## src/hw/rtl/lps_pkg.sv

```systemverilog
`default_nettype none

package lps_pkg;

    // Sizing
    localparam int MAX_LAGS    = 128;
    localparam int SAMPLE_BITS = 8;
    localparam int COUNT_BITS  = 20;

    localparam int IDX_BITS  = $clog2(MAX_LAGS);
    localparam int FILL_BITS = $clog2(MAX_LAGS + 1);

    // Port field widths
    localparam int SAMPLE_W = 8;
    localparam int CNT_W    = 20;
    localparam int LAG_W    = 8;
    localparam int CFG_W    = 8;

    localparam logic [CFG_W-1:0]      CFG_RESET = CFG_W'(128);
    localparam logic [COUNT_BITS-1:0] CNT_MAX   = '1;

    // Item passed from front to back
    typedef struct packed {
        logic [SAMPLE_BITS-1:0] sample;
        logic                   first;
        logic [IDX_BITS-1:0]    d_last;
    } lps_item_t;

    // Back sequencer states
    typedef enum logic [2:0] {
        ST_IDLE,
        ST_CLEAR,
        ST_HIT,
        ST_HITCHK,
        ST_WALK,
        ST_FINISH
    } lps_state_t;

    // Saturating increment
    function automatic logic [COUNT_BITS-1:0] sat_inc(input logic [COUNT_BITS-1:0] v);
        return (v == CNT_MAX) ? v : v + COUNT_BITS'(1);
    endfunction

endpackage

`default_nettype wire

```

## src/hw/rtl/lps_in_if.sv

```systemverilog
`default_nettype none

interface lps_in_if;
    import lps_pkg::*;

    logic                valid;
    logic                ready;
    logic [SAMPLE_W-1:0] sample;
    logic                restart;

    modport source (output valid, output sample, output restart, input ready);
    modport sink   (input valid, input sample, input restart, output ready);
endinterface

`default_nettype wire

```

## src/hw/rtl/lps_out_if.sv

```systemverilog
`default_nettype none

interface lps_out_if;
    import lps_pkg::*;

    logic             valid;
    logic             ready;
    logic             correct;
    logic [CNT_W-1:0] correct_count;
    logic [CNT_W-1:0] longest_run;
    logic [LAG_W-1:0] winner_lag;

    modport source (output valid, output correct, output correct_count,
                    output longest_run, output winner_lag, input ready);
    modport sink   (input valid, input correct, input correct_count,
                    input longest_run, input winner_lag, output ready);
endinterface

`default_nettype wire

```

## src/hw/rtl/lag_predictor_scoreboard.sv

```systemverilog
// Flow: an item passes IDLE, HIT, HITCHK, a WALK over the D active lags and FINISH, which
// waits for the output; the first item of a sequence sweeps the score RAM in CLEAR instead.
// Throughput: the score RAM walk takes one lag per cycle, and the back side takes a new item
// only after the last; a two-entry queue lets the input side run ahead of the walk.
// Reset: asynchronous, active low; clears control state and sets active_lags to 128.
`default_nettype none

module lag_predictor_scoreboard (
    input  wire logic                      clk,
    input  wire logic                      rst_n,
    lps_in_if.sink                         samples,
    lps_out_if.source                      results,
    input  wire logic                      cfg_we,
    input  wire logic [lps_pkg::CFG_W-1:0] cfg_wdata
);
    import lps_pkg::*;

    logic [CFG_W-1:0] active_lags_reg, active_lags_next;
    logic             q_valid;
    lps_item_t        q_item;
    logic             q_pop;

    // Lag count register
    assign active_lags_next = cfg_we ? cfg_wdata : active_lags_reg;

    always_ff @(posedge clk or negedge rst_n)
    begin
        if (!rst_n)
        begin
            active_lags_reg <= CFG_RESET;
        end
        else
        begin
            active_lags_reg <= active_lags_next;
        end
    end

    lps_front u_front (
        .clk         (clk),
        .rst_n       (rst_n),
        .samples     (samples),
        .active_lags (active_lags_reg),
        .q_valid     (q_valid),
        .q_item      (q_item),
        .q_pop       (q_pop)
    );

    lps_back u_back (
        .clk     (clk),
        .rst_n   (rst_n),
        .q_valid (q_valid),
        .q_item  (q_item),
        .q_pop   (q_pop),
        .results (results)
    );
endmodule

`default_nettype wire

```

## src/hw/rtl/lps_ram.sv

```systemverilog
`default_nettype none

module lps_ram #(
    parameter int WIDTH = 8,
    parameter int DEPTH = 128,
    localparam int ABITS = $clog2(DEPTH)
) (
    input  wire logic             clk,
    input  wire logic             we,
    input  wire logic [ABITS-1:0] waddr,
    input  wire logic [WIDTH-1:0] wdata,
    input  wire logic [ABITS-1:0] raddr,
    output logic      [WIDTH-1:0] rdata
);
    logic [WIDTH-1:0] mem [DEPTH];

    always_ff @(posedge clk)
    begin
        if (we)
        begin
            mem[waddr] <= wdata;
        end
        rdata <= mem[raddr];
    end
endmodule

`default_nettype wire

```

## src/hw/rtl/lps_front.sv

```systemverilog
`default_nettype none

module lps_front (
    input  wire logic                     clk,
    input  wire logic                     rst_n,
    lps_in_if.sink                        samples,
    input  wire logic [lps_pkg::CFG_W-1:0] active_lags,
    output logic                          q_valid,
    output lps_pkg::lps_item_t            q_item,
    input  wire logic                     q_pop
);
    import lps_pkg::*;

    lps_item_t        mem_reg [2];
    logic             wr_ptr_reg, wr_ptr_next;
    logic             rd_ptr_reg, rd_ptr_next;
    logic [1:0]       count_reg, count_next;
    logic             seen_reg, seen_next;
    logic             push;
    logic             pop;
    lps_item_t        new_item;
    logic [IDX_BITS-1:0] d_last;

    // Clamp the lag count to 1..MAX_LAGS, kept as last lag index
    always_comb
    begin
        if (active_lags == '0)
        begin
            d_last = '0;
        end
        else if (int'(active_lags) > MAX_LAGS)
        begin
            d_last = IDX_BITS'(MAX_LAGS - 1);
        end
        else
        begin
            d_last = IDX_BITS'(active_lags - CFG_W'(1));
        end
    end

    // Classify: an item opens a sequence on restart or before any item
    assign new_item.sample = samples.sample[SAMPLE_BITS-1:0];
    assign new_item.first  = samples.restart || !seen_reg;
    assign new_item.d_last = d_last;

    assign samples.ready = (count_reg != 2'd2);
    assign push          = samples.valid && samples.ready;
    assign q_valid       = (count_reg != 2'd0);
    assign q_item        = mem_reg[rd_ptr_reg];
    assign pop           = q_pop && q_valid;

    // Two-entry queue pointers
    always_comb
    begin
        wr_ptr_next = push ? !wr_ptr_reg : wr_ptr_reg;
        rd_ptr_next = pop ? !rd_ptr_reg : rd_ptr_reg;
        count_next  = count_reg + 2'(push) - 2'(pop);
        seen_next   = seen_reg || push;
    end

    always_ff @(posedge clk or negedge rst_n)
    begin
        if (!rst_n)
        begin
            wr_ptr_reg <= 1'b0;
            rd_ptr_reg <= 1'b0;
            count_reg  <= 2'd0;
            seen_reg   <= 1'b0;
        end
        else
        begin
            wr_ptr_reg <= wr_ptr_next;
            rd_ptr_reg <= rd_ptr_next;
            count_reg  <= count_next;
            seen_reg   <= seen_next;
        end
    end

    // Queue storage
    always_ff @(posedge clk)
    begin
        if (push)
        begin
            mem_reg[wr_ptr_reg] <= new_item;
        end
    end
endmodule

`default_nettype wire

```

## src/hw/rtl/lps_back.sv

```systemverilog
`default_nettype none

module lps_back (
    input  wire logic               clk,
    input  wire logic               rst_n,
    input  wire logic               q_valid,
    input  wire lps_pkg::lps_item_t q_item,
    output logic                    q_pop,
    lps_out_if.source               results
);
    import lps_pkg::*;

    lps_state_t             state_reg, state_next;
    logic [IDX_BITS-1:0]    cnt_reg, cnt_next;
    logic [IDX_BITS-1:0]    head_reg, head_next;
    logic [FILL_BITS-1:0]   fill_reg, fill_next;
    logic [IDX_BITS-1:0]    w_reg, w_next;
    logic [COUNT_BITS-1:0]  win_score_reg, win_score_next;
    logic [COUNT_BITS-1:0]  hits_reg, hits_next;
    logic [COUNT_BITS-1:0]  run_reg, run_next;
    logic [COUNT_BITS-1:0]  best_reg, best_next;
    logic                   hit_reg, hit_next;
    logic [SAMPLE_BITS-1:0] sample_reg, sample_next;
    logic [IDX_BITS-1:0]    d_last_reg, d_last_next;
    logic                   out_valid_reg, out_valid_next;
    logic                   out_load;

    // RAM ports
    logic                   val_we;
    logic [IDX_BITS-1:0]    val_waddr, val_raddr;
    logic [SAMPLE_BITS-1:0] val_rdata;
    logic                   score_we;
    logic [IDX_BITS-1:0]    score_waddr, score_raddr;
    logic [COUNT_BITS-1:0]  score_wdata, score_rdata;

    logic [IDX_BITS-1:0]    rd_idx;
    logic                   out_free;
    logic                   hit_now;
    logic                   match;
    logic [COUNT_BITS-1:0]  score_inc;
    logic [COUNT_BITS-1:0]  run_inc;

    // Lag line as a circular buffer: lag d lives at head - d
    lps_ram #(.WIDTH(SAMPLE_BITS), .DEPTH(MAX_LAGS)) u_values (
        .clk   (clk),
        .we    (val_we),
        .waddr (val_waddr),
        .wdata (sample_reg),
        .raddr (val_raddr),
        .rdata (val_rdata)
    );

    // Score per lag
    lps_ram #(.WIDTH(COUNT_BITS), .DEPTH(MAX_LAGS)) u_scores (
        .clk   (clk),
        .we    (score_we),
        .waddr (score_waddr),
        .wdata (score_wdata),
        .raddr (score_raddr),
        .rdata (score_rdata)
    );

    assign out_free  = !out_valid_reg || results.ready;
    assign hit_now   = ({1'b0, w_reg} < fill_reg) && (val_rdata == sample_reg);
    assign match     = ({1'b0, cnt_reg} < fill_reg) && (val_rdata == sample_reg);
    assign score_inc = sat_inc(score_rdata);
    assign run_inc   = sat_inc(run_reg);

    // Read addresses: winner lag first, then the walk one lag ahead
    always_comb
    begin
        rd_idx      = (state_reg == ST_WALK) ? cnt_reg + IDX_BITS'(1) : '0;
        score_raddr = rd_idx;
        val_raddr   = (state_reg == ST_HIT) ? head_reg - w_reg : head_reg - rd_idx;
    end

    // Sequencer
    always_comb
    begin
        state_next     = state_reg;
        cnt_next       = cnt_reg;
        head_next      = head_reg;
        fill_next      = fill_reg;
        w_next         = w_reg;
        win_score_next = win_score_reg;
        hits_next      = hits_reg;
        run_next       = run_reg;
        best_next      = best_reg;
        hit_next       = hit_reg;
        sample_next    = sample_reg;
        d_last_next    = d_last_reg;
        q_pop          = 1'b0;
        val_we         = 1'b0;
        val_waddr      = head_reg + IDX_BITS'(1);
        score_we       = 1'b0;
        score_waddr    = cnt_reg;
        score_wdata    = '0;
        out_load       = 1'b0;

        case (state_reg)
            ST_IDLE:
            begin
                if (q_valid)
                begin
                    q_pop       = 1'b1;
                    sample_next = q_item.sample;
                    d_last_next = q_item.d_last;
                    cnt_next    = '0;
                    if (q_item.first)
                    begin
                        // New sequence: clear everything, then sweep the scores
                        w_next         = '0;
                        win_score_next = '0;
                        hits_next      = '0;
                        run_next       = '0;
                        best_next      = '0;
                        fill_next      = '0;
                        state_next     = ST_CLEAR;
                    end
                    else
                    begin
                        state_next = ST_HIT;
                    end
                end
            end

            ST_CLEAR:
            begin
                score_we = 1'b1;
                if (cnt_reg == IDX_BITS'(MAX_LAGS - 1))
                begin
                    val_we     = 1'b1;
                    head_next  = head_reg + IDX_BITS'(1);
                    fill_next  = FILL_BITS'(1);
                    state_next = ST_IDLE;
                end
                else
                begin
                    cnt_next = cnt_reg + IDX_BITS'(1);
                end
            end

            ST_HIT:
            begin
                state_next = ST_HITCHK;
            end

            ST_HITCHK:
            begin
                // Winner's stored value is on the read port now
                hit_next = hit_now;
                if (hit_now)
                begin
                    hits_next = sat_inc(hits_reg);
                    run_next  = run_inc;
                    if (run_inc > best_reg)
                    begin
                        best_next = run_inc;
                    end
                end
                else
                begin
                    run_next = '0;
                end
                cnt_next   = '0;
                state_next = ST_WALK;
            end

            ST_WALK:
            begin
                // Score lag cnt, winner follows ties toward higher lags
                if (match)
                begin
                    score_we    = 1'b1;
                    score_wdata = score_inc;
                    if ((cnt_reg == w_reg) || (win_score_reg <= score_inc))
                    begin
                        w_next         = cnt_reg;
                        win_score_next = score_inc;
                    end
                end
                if (cnt_reg == d_last_reg)
                begin
                    state_next = ST_FINISH;
                end
                else
                begin
                    cnt_next = cnt_reg + IDX_BITS'(1);
                end
            end

            ST_FINISH:
            begin
                if (out_free)
                begin
                    out_load   = 1'b1;
                    val_we     = 1'b1;
                    head_next  = head_reg + IDX_BITS'(1);
                    if (int'(fill_reg) < MAX_LAGS)
                    begin
                        fill_next = fill_reg + FILL_BITS'(1);
                    end
                    state_next = ST_IDLE;
                end
            end

            default:
            begin
                state_next = ST_IDLE;
            end
        endcase
    end

    // Output register
    always_comb
    begin
        out_valid_next = out_valid_reg;
        if (results.ready)
        begin
            out_valid_next = 1'b0;
        end
        if (out_load)
        begin
            out_valid_next = 1'b1;
        end
    end

    always_ff @(posedge clk or negedge rst_n)
    begin
        if (!rst_n)
        begin
            state_reg     <= ST_IDLE;
            cnt_reg       <= '0;
            head_reg      <= '0;
            fill_reg      <= '0;
            w_reg         <= '0;
            win_score_reg <= '0;
            hits_reg      <= '0;
            run_reg       <= '0;
            best_reg      <= '0;
            out_valid_reg <= 1'b0;
        end
        else
        begin
            state_reg     <= state_next;
            cnt_reg       <= cnt_next;
            head_reg      <= head_next;
            fill_reg      <= fill_next;
            w_reg         <= w_next;
            win_score_reg <= win_score_next;
            hits_reg      <= hits_next;
            run_reg       <= run_next;
            best_reg      <= best_next;
            out_valid_reg <= out_valid_next;
        end
    end

    // Payload registers
    always_ff @(posedge clk)
    begin
        hit_reg    <= hit_next;
        sample_reg <= sample_next;
        d_last_reg <= d_last_next;
        if (out_load)
        begin
            results.correct       <= hit_reg;
            results.correct_count <= CNT_W'(hits_reg);
            results.longest_run   <= CNT_W'(best_reg);
            results.winner_lag    <= LAG_W'({1'b0, w_reg}) + LAG_W'(1);
        end
    end

    assign results.valid = out_valid_reg;
endmodule

`default_nettype wire
```

## src/flat_wrapper.sv

```systemverilog
// flat-port wrapper written by rule: the top's interface ports become plain ports
module lag_predictor_scoreboard_flat import lps_pkg::*;
  (clk, rst_n, cfg_we, cfg_wdata, samples_valid, samples_sample, samples_restart, samples_ready, results_valid, results_correct, results_correct_count, results_longest_run, results_winner_lag, results_ready);
  lps_in_if samples_i ();
  lps_out_if results_i ();
  input  wire logic clk;
  input  wire logic rst_n;
  input  wire logic cfg_we;
  input  wire logic [lps_pkg::CFG_W-1:0] cfg_wdata;
  input wire logic [$bits(samples_i.valid)-1:0] samples_valid;
  input wire logic [$bits(samples_i.sample)-1:0] samples_sample;
  input wire logic [$bits(samples_i.restart)-1:0] samples_restart;
  output wire logic [$bits(samples_i.ready)-1:0] samples_ready;
  output wire logic [$bits(results_i.valid)-1:0] results_valid;
  output wire logic [$bits(results_i.correct)-1:0] results_correct;
  output wire logic [$bits(results_i.correct_count)-1:0] results_correct_count;
  output wire logic [$bits(results_i.longest_run)-1:0] results_longest_run;
  output wire logic [$bits(results_i.winner_lag)-1:0] results_winner_lag;
  input wire logic [$bits(results_i.ready)-1:0] results_ready;
  assign samples_i.valid = samples_valid;
  assign samples_i.sample = samples_sample;
  assign samples_i.restart = samples_restart;
  assign samples_ready = samples_i.ready;
  assign results_valid = results_i.valid;
  assign results_correct = results_i.correct;
  assign results_correct_count = results_i.correct_count;
  assign results_longest_run = results_i.longest_run;
  assign results_winner_lag = results_i.winner_lag;
  assign results_i.ready = results_ready;
  lag_predictor_scoreboard u_core (.clk(clk), .rst_n(rst_n), .samples(samples_i), .results(results_i), .cfg_we(cfg_we), .cfg_wdata(cfg_wdata));
endmodule
```

## config.mk

```make
export PLATFORM = sky130hd
export DESIGN_NAME = lag_predictor_scoreboard_flat
export DESIGN_NICKNAME = d
export VERILOG_FILES = /design/src/hw/rtl/lps_pkg.sv /design/src/hw/rtl/lps_in_if.sv /design/src/hw/rtl/lps_out_if.sv /design/src/hw/rtl/lag_predictor_scoreboard.sv /design/src/hw/rtl/lps_ram.sv /design/src/hw/rtl/lps_front.sv /design/src/hw/rtl/lps_back.sv /design/src/flat_wrapper.sv
export SDC_FILE = /design/constraint.sdc
export NUM_CORES = 2
export LEC_CHECK = 0
export CORE_ASPECT_RATIO = 1.4
export CORE_MARGIN = 10
export CORE_UTILIZATION = 50
export CTS_BUF_LIST = sky130_fd_sc_hd__clkbuf_8 sky130_fd_sc_hd__clkbuf_16
export DETAILED_ROUTE_END_ITERATION = 16
export DONT_BUFFER_PORTS = 1
export PLACE_DENSITY_LB_ADDON = 0.15
export SLEW_MARGIN = 30
export SYNTH_ARGS = -nofsm -noshare
export SYNTH_HDL_FRONTEND = slang
export SYNTH_SLANG_ARGS = --single-unit
```

## constraint.sdc

```tcl
create_clock -name clk -period 8.9 [get_ports clk]
set_input_delay 1.335 -clock clk [delete_from_list [all_inputs] [get_ports clk]]
set_output_delay 1.335 -clock clk [all_outputs]
set_load 0.05 [all_outputs]
```

==> out/results.ini <==
[detailed_routing]
vias = 88630
drcViolationCount = 0
drt_iter0_drc = 10760
firstDrtPassIters = 6
routed_via_density = 6.526
wire_per_inst_um = 34.76
ant_nets = 0
finalWirelength_mm = 472.1

[worst_setup_path]
cp.required_ns = 9.65
r2r_setup_slack_ns = 2.54
slowest_delay_ns = 1.00
path_cells = or4b_4, nand2_1, ha_4, inv_1, fa_4, buf_12, buf_16, mux4_2, mux4_2, mux2i_1, a221oi_1
crit_fanout = 95
cp_data_arrival_time_ns = 7.11
critPathLaunchType = flip-flop
endpoint_kind = flip-flop
crit_path_top_delay_cell = dfrtp_1
critPathMostFrequentCell = mux4_2
worstSetupPathType = reg2reg

[layout]
syn_to_final_growth_pct = 12.10
multi_input_area_um2 = 35680
register_area_um2 = 114300
fillCellCount = 23130
stdcell_area_um2 = 170000
layout-drive-gt1-share_pct = 16.32
final_cells = 13580
layout.nets = 9389
largest_register_ffs = 2560
utilization_pct = 56.24

[min_path]
hp-class = in2async

[floorplan]
start_util_pct = 50.17
boundaryPins = 73
die_area_um2 = 326100
row_count = 239
die_h_um = 671.7
coreArea_um2 = 302300
die_x_um = 485.5

[cts]
cts-root-buf = clkbuf_16
cts_tree = done
post_cts_buffers = 0
cts.sink_count = 3835
path_clk_slew_ns = 0.07
cts_made_buffers = 366
cts_resized = 0
worstSkewPairLatency_ns = 0.95
postCtsHoldBufs = 0
cts_max_level = 5
clock_path_buffers = 4

[timing]
fmax_ghz = 0.1572
tightest_slew_ns = 1.130
rsz0062_at_grt = no
slew_headroom_pct = 24.58
holdWs_ns = 0.1194
hold_viol_final = 0
layout_min_cycle_time_ns = 6.362
setup_violations = 0
finalCritPeriodShare_pct = 71.49
skew_ns = 0.09282
drv_slew = 0
setup_tns_ns = 0
final.setup.worst_slack_ns = 2.538

[place]
pre_cts_slack_ns = 2.623
placed_cell_area_um2 = 158100
numPlacedInstances = 12900
gp_congestion = 0.9374
hpwl_mm = 282.4
portBuffers = 0

[global_routing]
grt_usage_pct = 28.19
grt_pass1_wl_mm = 662.9
overflow = 0
antenna_found_initial = 19
grt_max_degree = 143
grt_pass1_vias = 87340

[logic_synthesis]
synthTopCellsByArea = edfxtp_1 73%, mux4_2 5.3%, nand2_1 2.3%, dfrtp_1 2.1%, o221ai_1 2.0%
ys.flop_type = edfxtp_1
async_reset_ff_share_pct = 3.286
postSynthAreaPerCell_um2 = 16.50
yosysSeqAreaShare_pct = 75.32
netlist_area_um2 = 151700
yosysTopAreaCellShare_pct = 72.88
synth.distinct_cells = 97
netlist_instances = 9194
ys_warn_count = 0
synth_edf_count = 3681
synth_nets = 9286
synth.most_common_cell = edfxtp_1
synth-seq-cells = 3835
synth_top_area_cell = edfxtp_1
synth.cells.most_frequent = 3681 x edfxtp_1, 937 x nand2_1, 433 x nor2_1, 420 x a21oi_1, 359 x mux4_2

[pwr]
p_sw_mw = 14.48
seqPwrFrac_pct = 44.3
total_power_mw = 47.43
clkPwrFrac_pct = 32.7
powerDensity_nw_per_um2 = 279.0
ir_worst_vdd_mv = 0.3613
power.internal_mw = 32.95
leakagePower_nw = 59.75
p_comb_share_pct = 23.0
sw_frac_of_total_pct = 30.52

[job]
max_cap_viol_count = 0

[status]
status = finished, final reports clean

-- path summary, 6_finish.rpt --
check,from,endpoint,cells past startpoint
worst max-delay path,u_core.u_back.state_reg[2]$_DFFE_PN0P_,u_core.u_back.u_values.rdata[1]$_DFF_P_,11
worst min-delay path,rst_n,u_core.u_back.best_reg[11]$_DFFE_PN0P_,0
worst max register to register,u_core.u_back.state_reg[2]$_DFFE_PN0P_,u_core.u_back.u_values.rdata[1]$_DFF_P_,11
worst min register to register,u_core.u_back.hit_reg$_DFFE_PP_,u_core.u_back.results.correct$_DFFE_PP_,0
max in group asynchronous,rst_n,u_core.u_back.hits_reg[10]$_DFFE_PN0P_,0
min in group clk,u_core.u_back.hit_reg$_DFFE_PP_,u_core.u_back.results.correct$_DFFE_PP_,0
-- cells by family (layout without fill, tap and decap cells) --
kind of cell | after synthesis | in the layout | synth area share [%]
other cells | 0 | 20 | 0
xor+xnor | 97 | 97 | 0.5840
simple gates | 2019 | 2019 | 5.846
fa+ha+maj | 71 | 71 | 0.5890
flops | 3835 | 3835 | 75.32
buf+inv | 681 | 1071 | 2.000
mux | 688 | 688 | 7.540
compound gates | 1803 | 1803 | 8.116
-- worst max-delay path: cells and delay by family, from the launching register on --
family / cells / cell delay, ns
AOI/OAI and AO/OA: 1 / 0.16
adders and majority gates: 2 / 1.05
buffers and inverters: 3 / 0.79
DFF: 1 / 1.00
muxes: 3 / 1.63
and+or+nand+nor: 2 / 1.22
-- layout by cell type, fill, tap and decap left out, types with 35 or more instances in the layout --
cell / n
a211oi_1: 114
o21ai_0: 205
clkinv_2: 54
and3_1: 74
nor4_1: 38
dfrtp_1: 124
o211ai_1: 63
ha_1: 67
nor2_4: 52
o22ai_1: 250
mux2_2: 43
a22o_1: 35
mux2i_1: 283
xnor2_1: 60
edfxtp_1: 3681
nor2_2: 140
nor2_1: 243
nand4_1: 36
a21o_1: 38
mux4_2: 359
a31oi_1: 74
nand2_1: 928
nor3_1: 101
buf_4: 320
inv_1: 130
clkinv_1: 68
nand3_1: 251
clkbuf_16: 371
bufinv_16: 37
a21oi_1: 412
o221ai_1: 344
-- metal layers --
metal | GRT usage (%) | part of all wire, % | vias to the layer above
met3 | 5.118 | 8.3 | 1139
met1 | 34.03 | 35 | 45900
li1 | - | - | 36930
met4 | 19.27 | 8.1 | 6
met2 | 46.24 | 49 | 4654
met5 | 0 | 0.0072 | -
-- layout make-up --
type	instances	share of cell area [%]
clock inverters	279	1.404
well taps	3976	2.926
repair buffers	356	1.823
flip-flops and latches	3835	67.20
inverters	60	0.1325
multi-input cells	4678	20.99
diodes	20	0.02944
clock buffers	376	5.501
-- power by group through the flow --
stage	registers [mW]	logic [mW]	clock network [mW]
2_1_floorplan	21.6	6.48	0
3_3_place_gp	21.4	10.7	0
3_5_place_dp	21.4	10.9	0
4_1_cts	21.0	10.9	15.7
5_1_grt	21.0	11.3	16.4
6_report	21.0	10.9	15.5
Note: power is estimated with default switching activity, not from simulation.
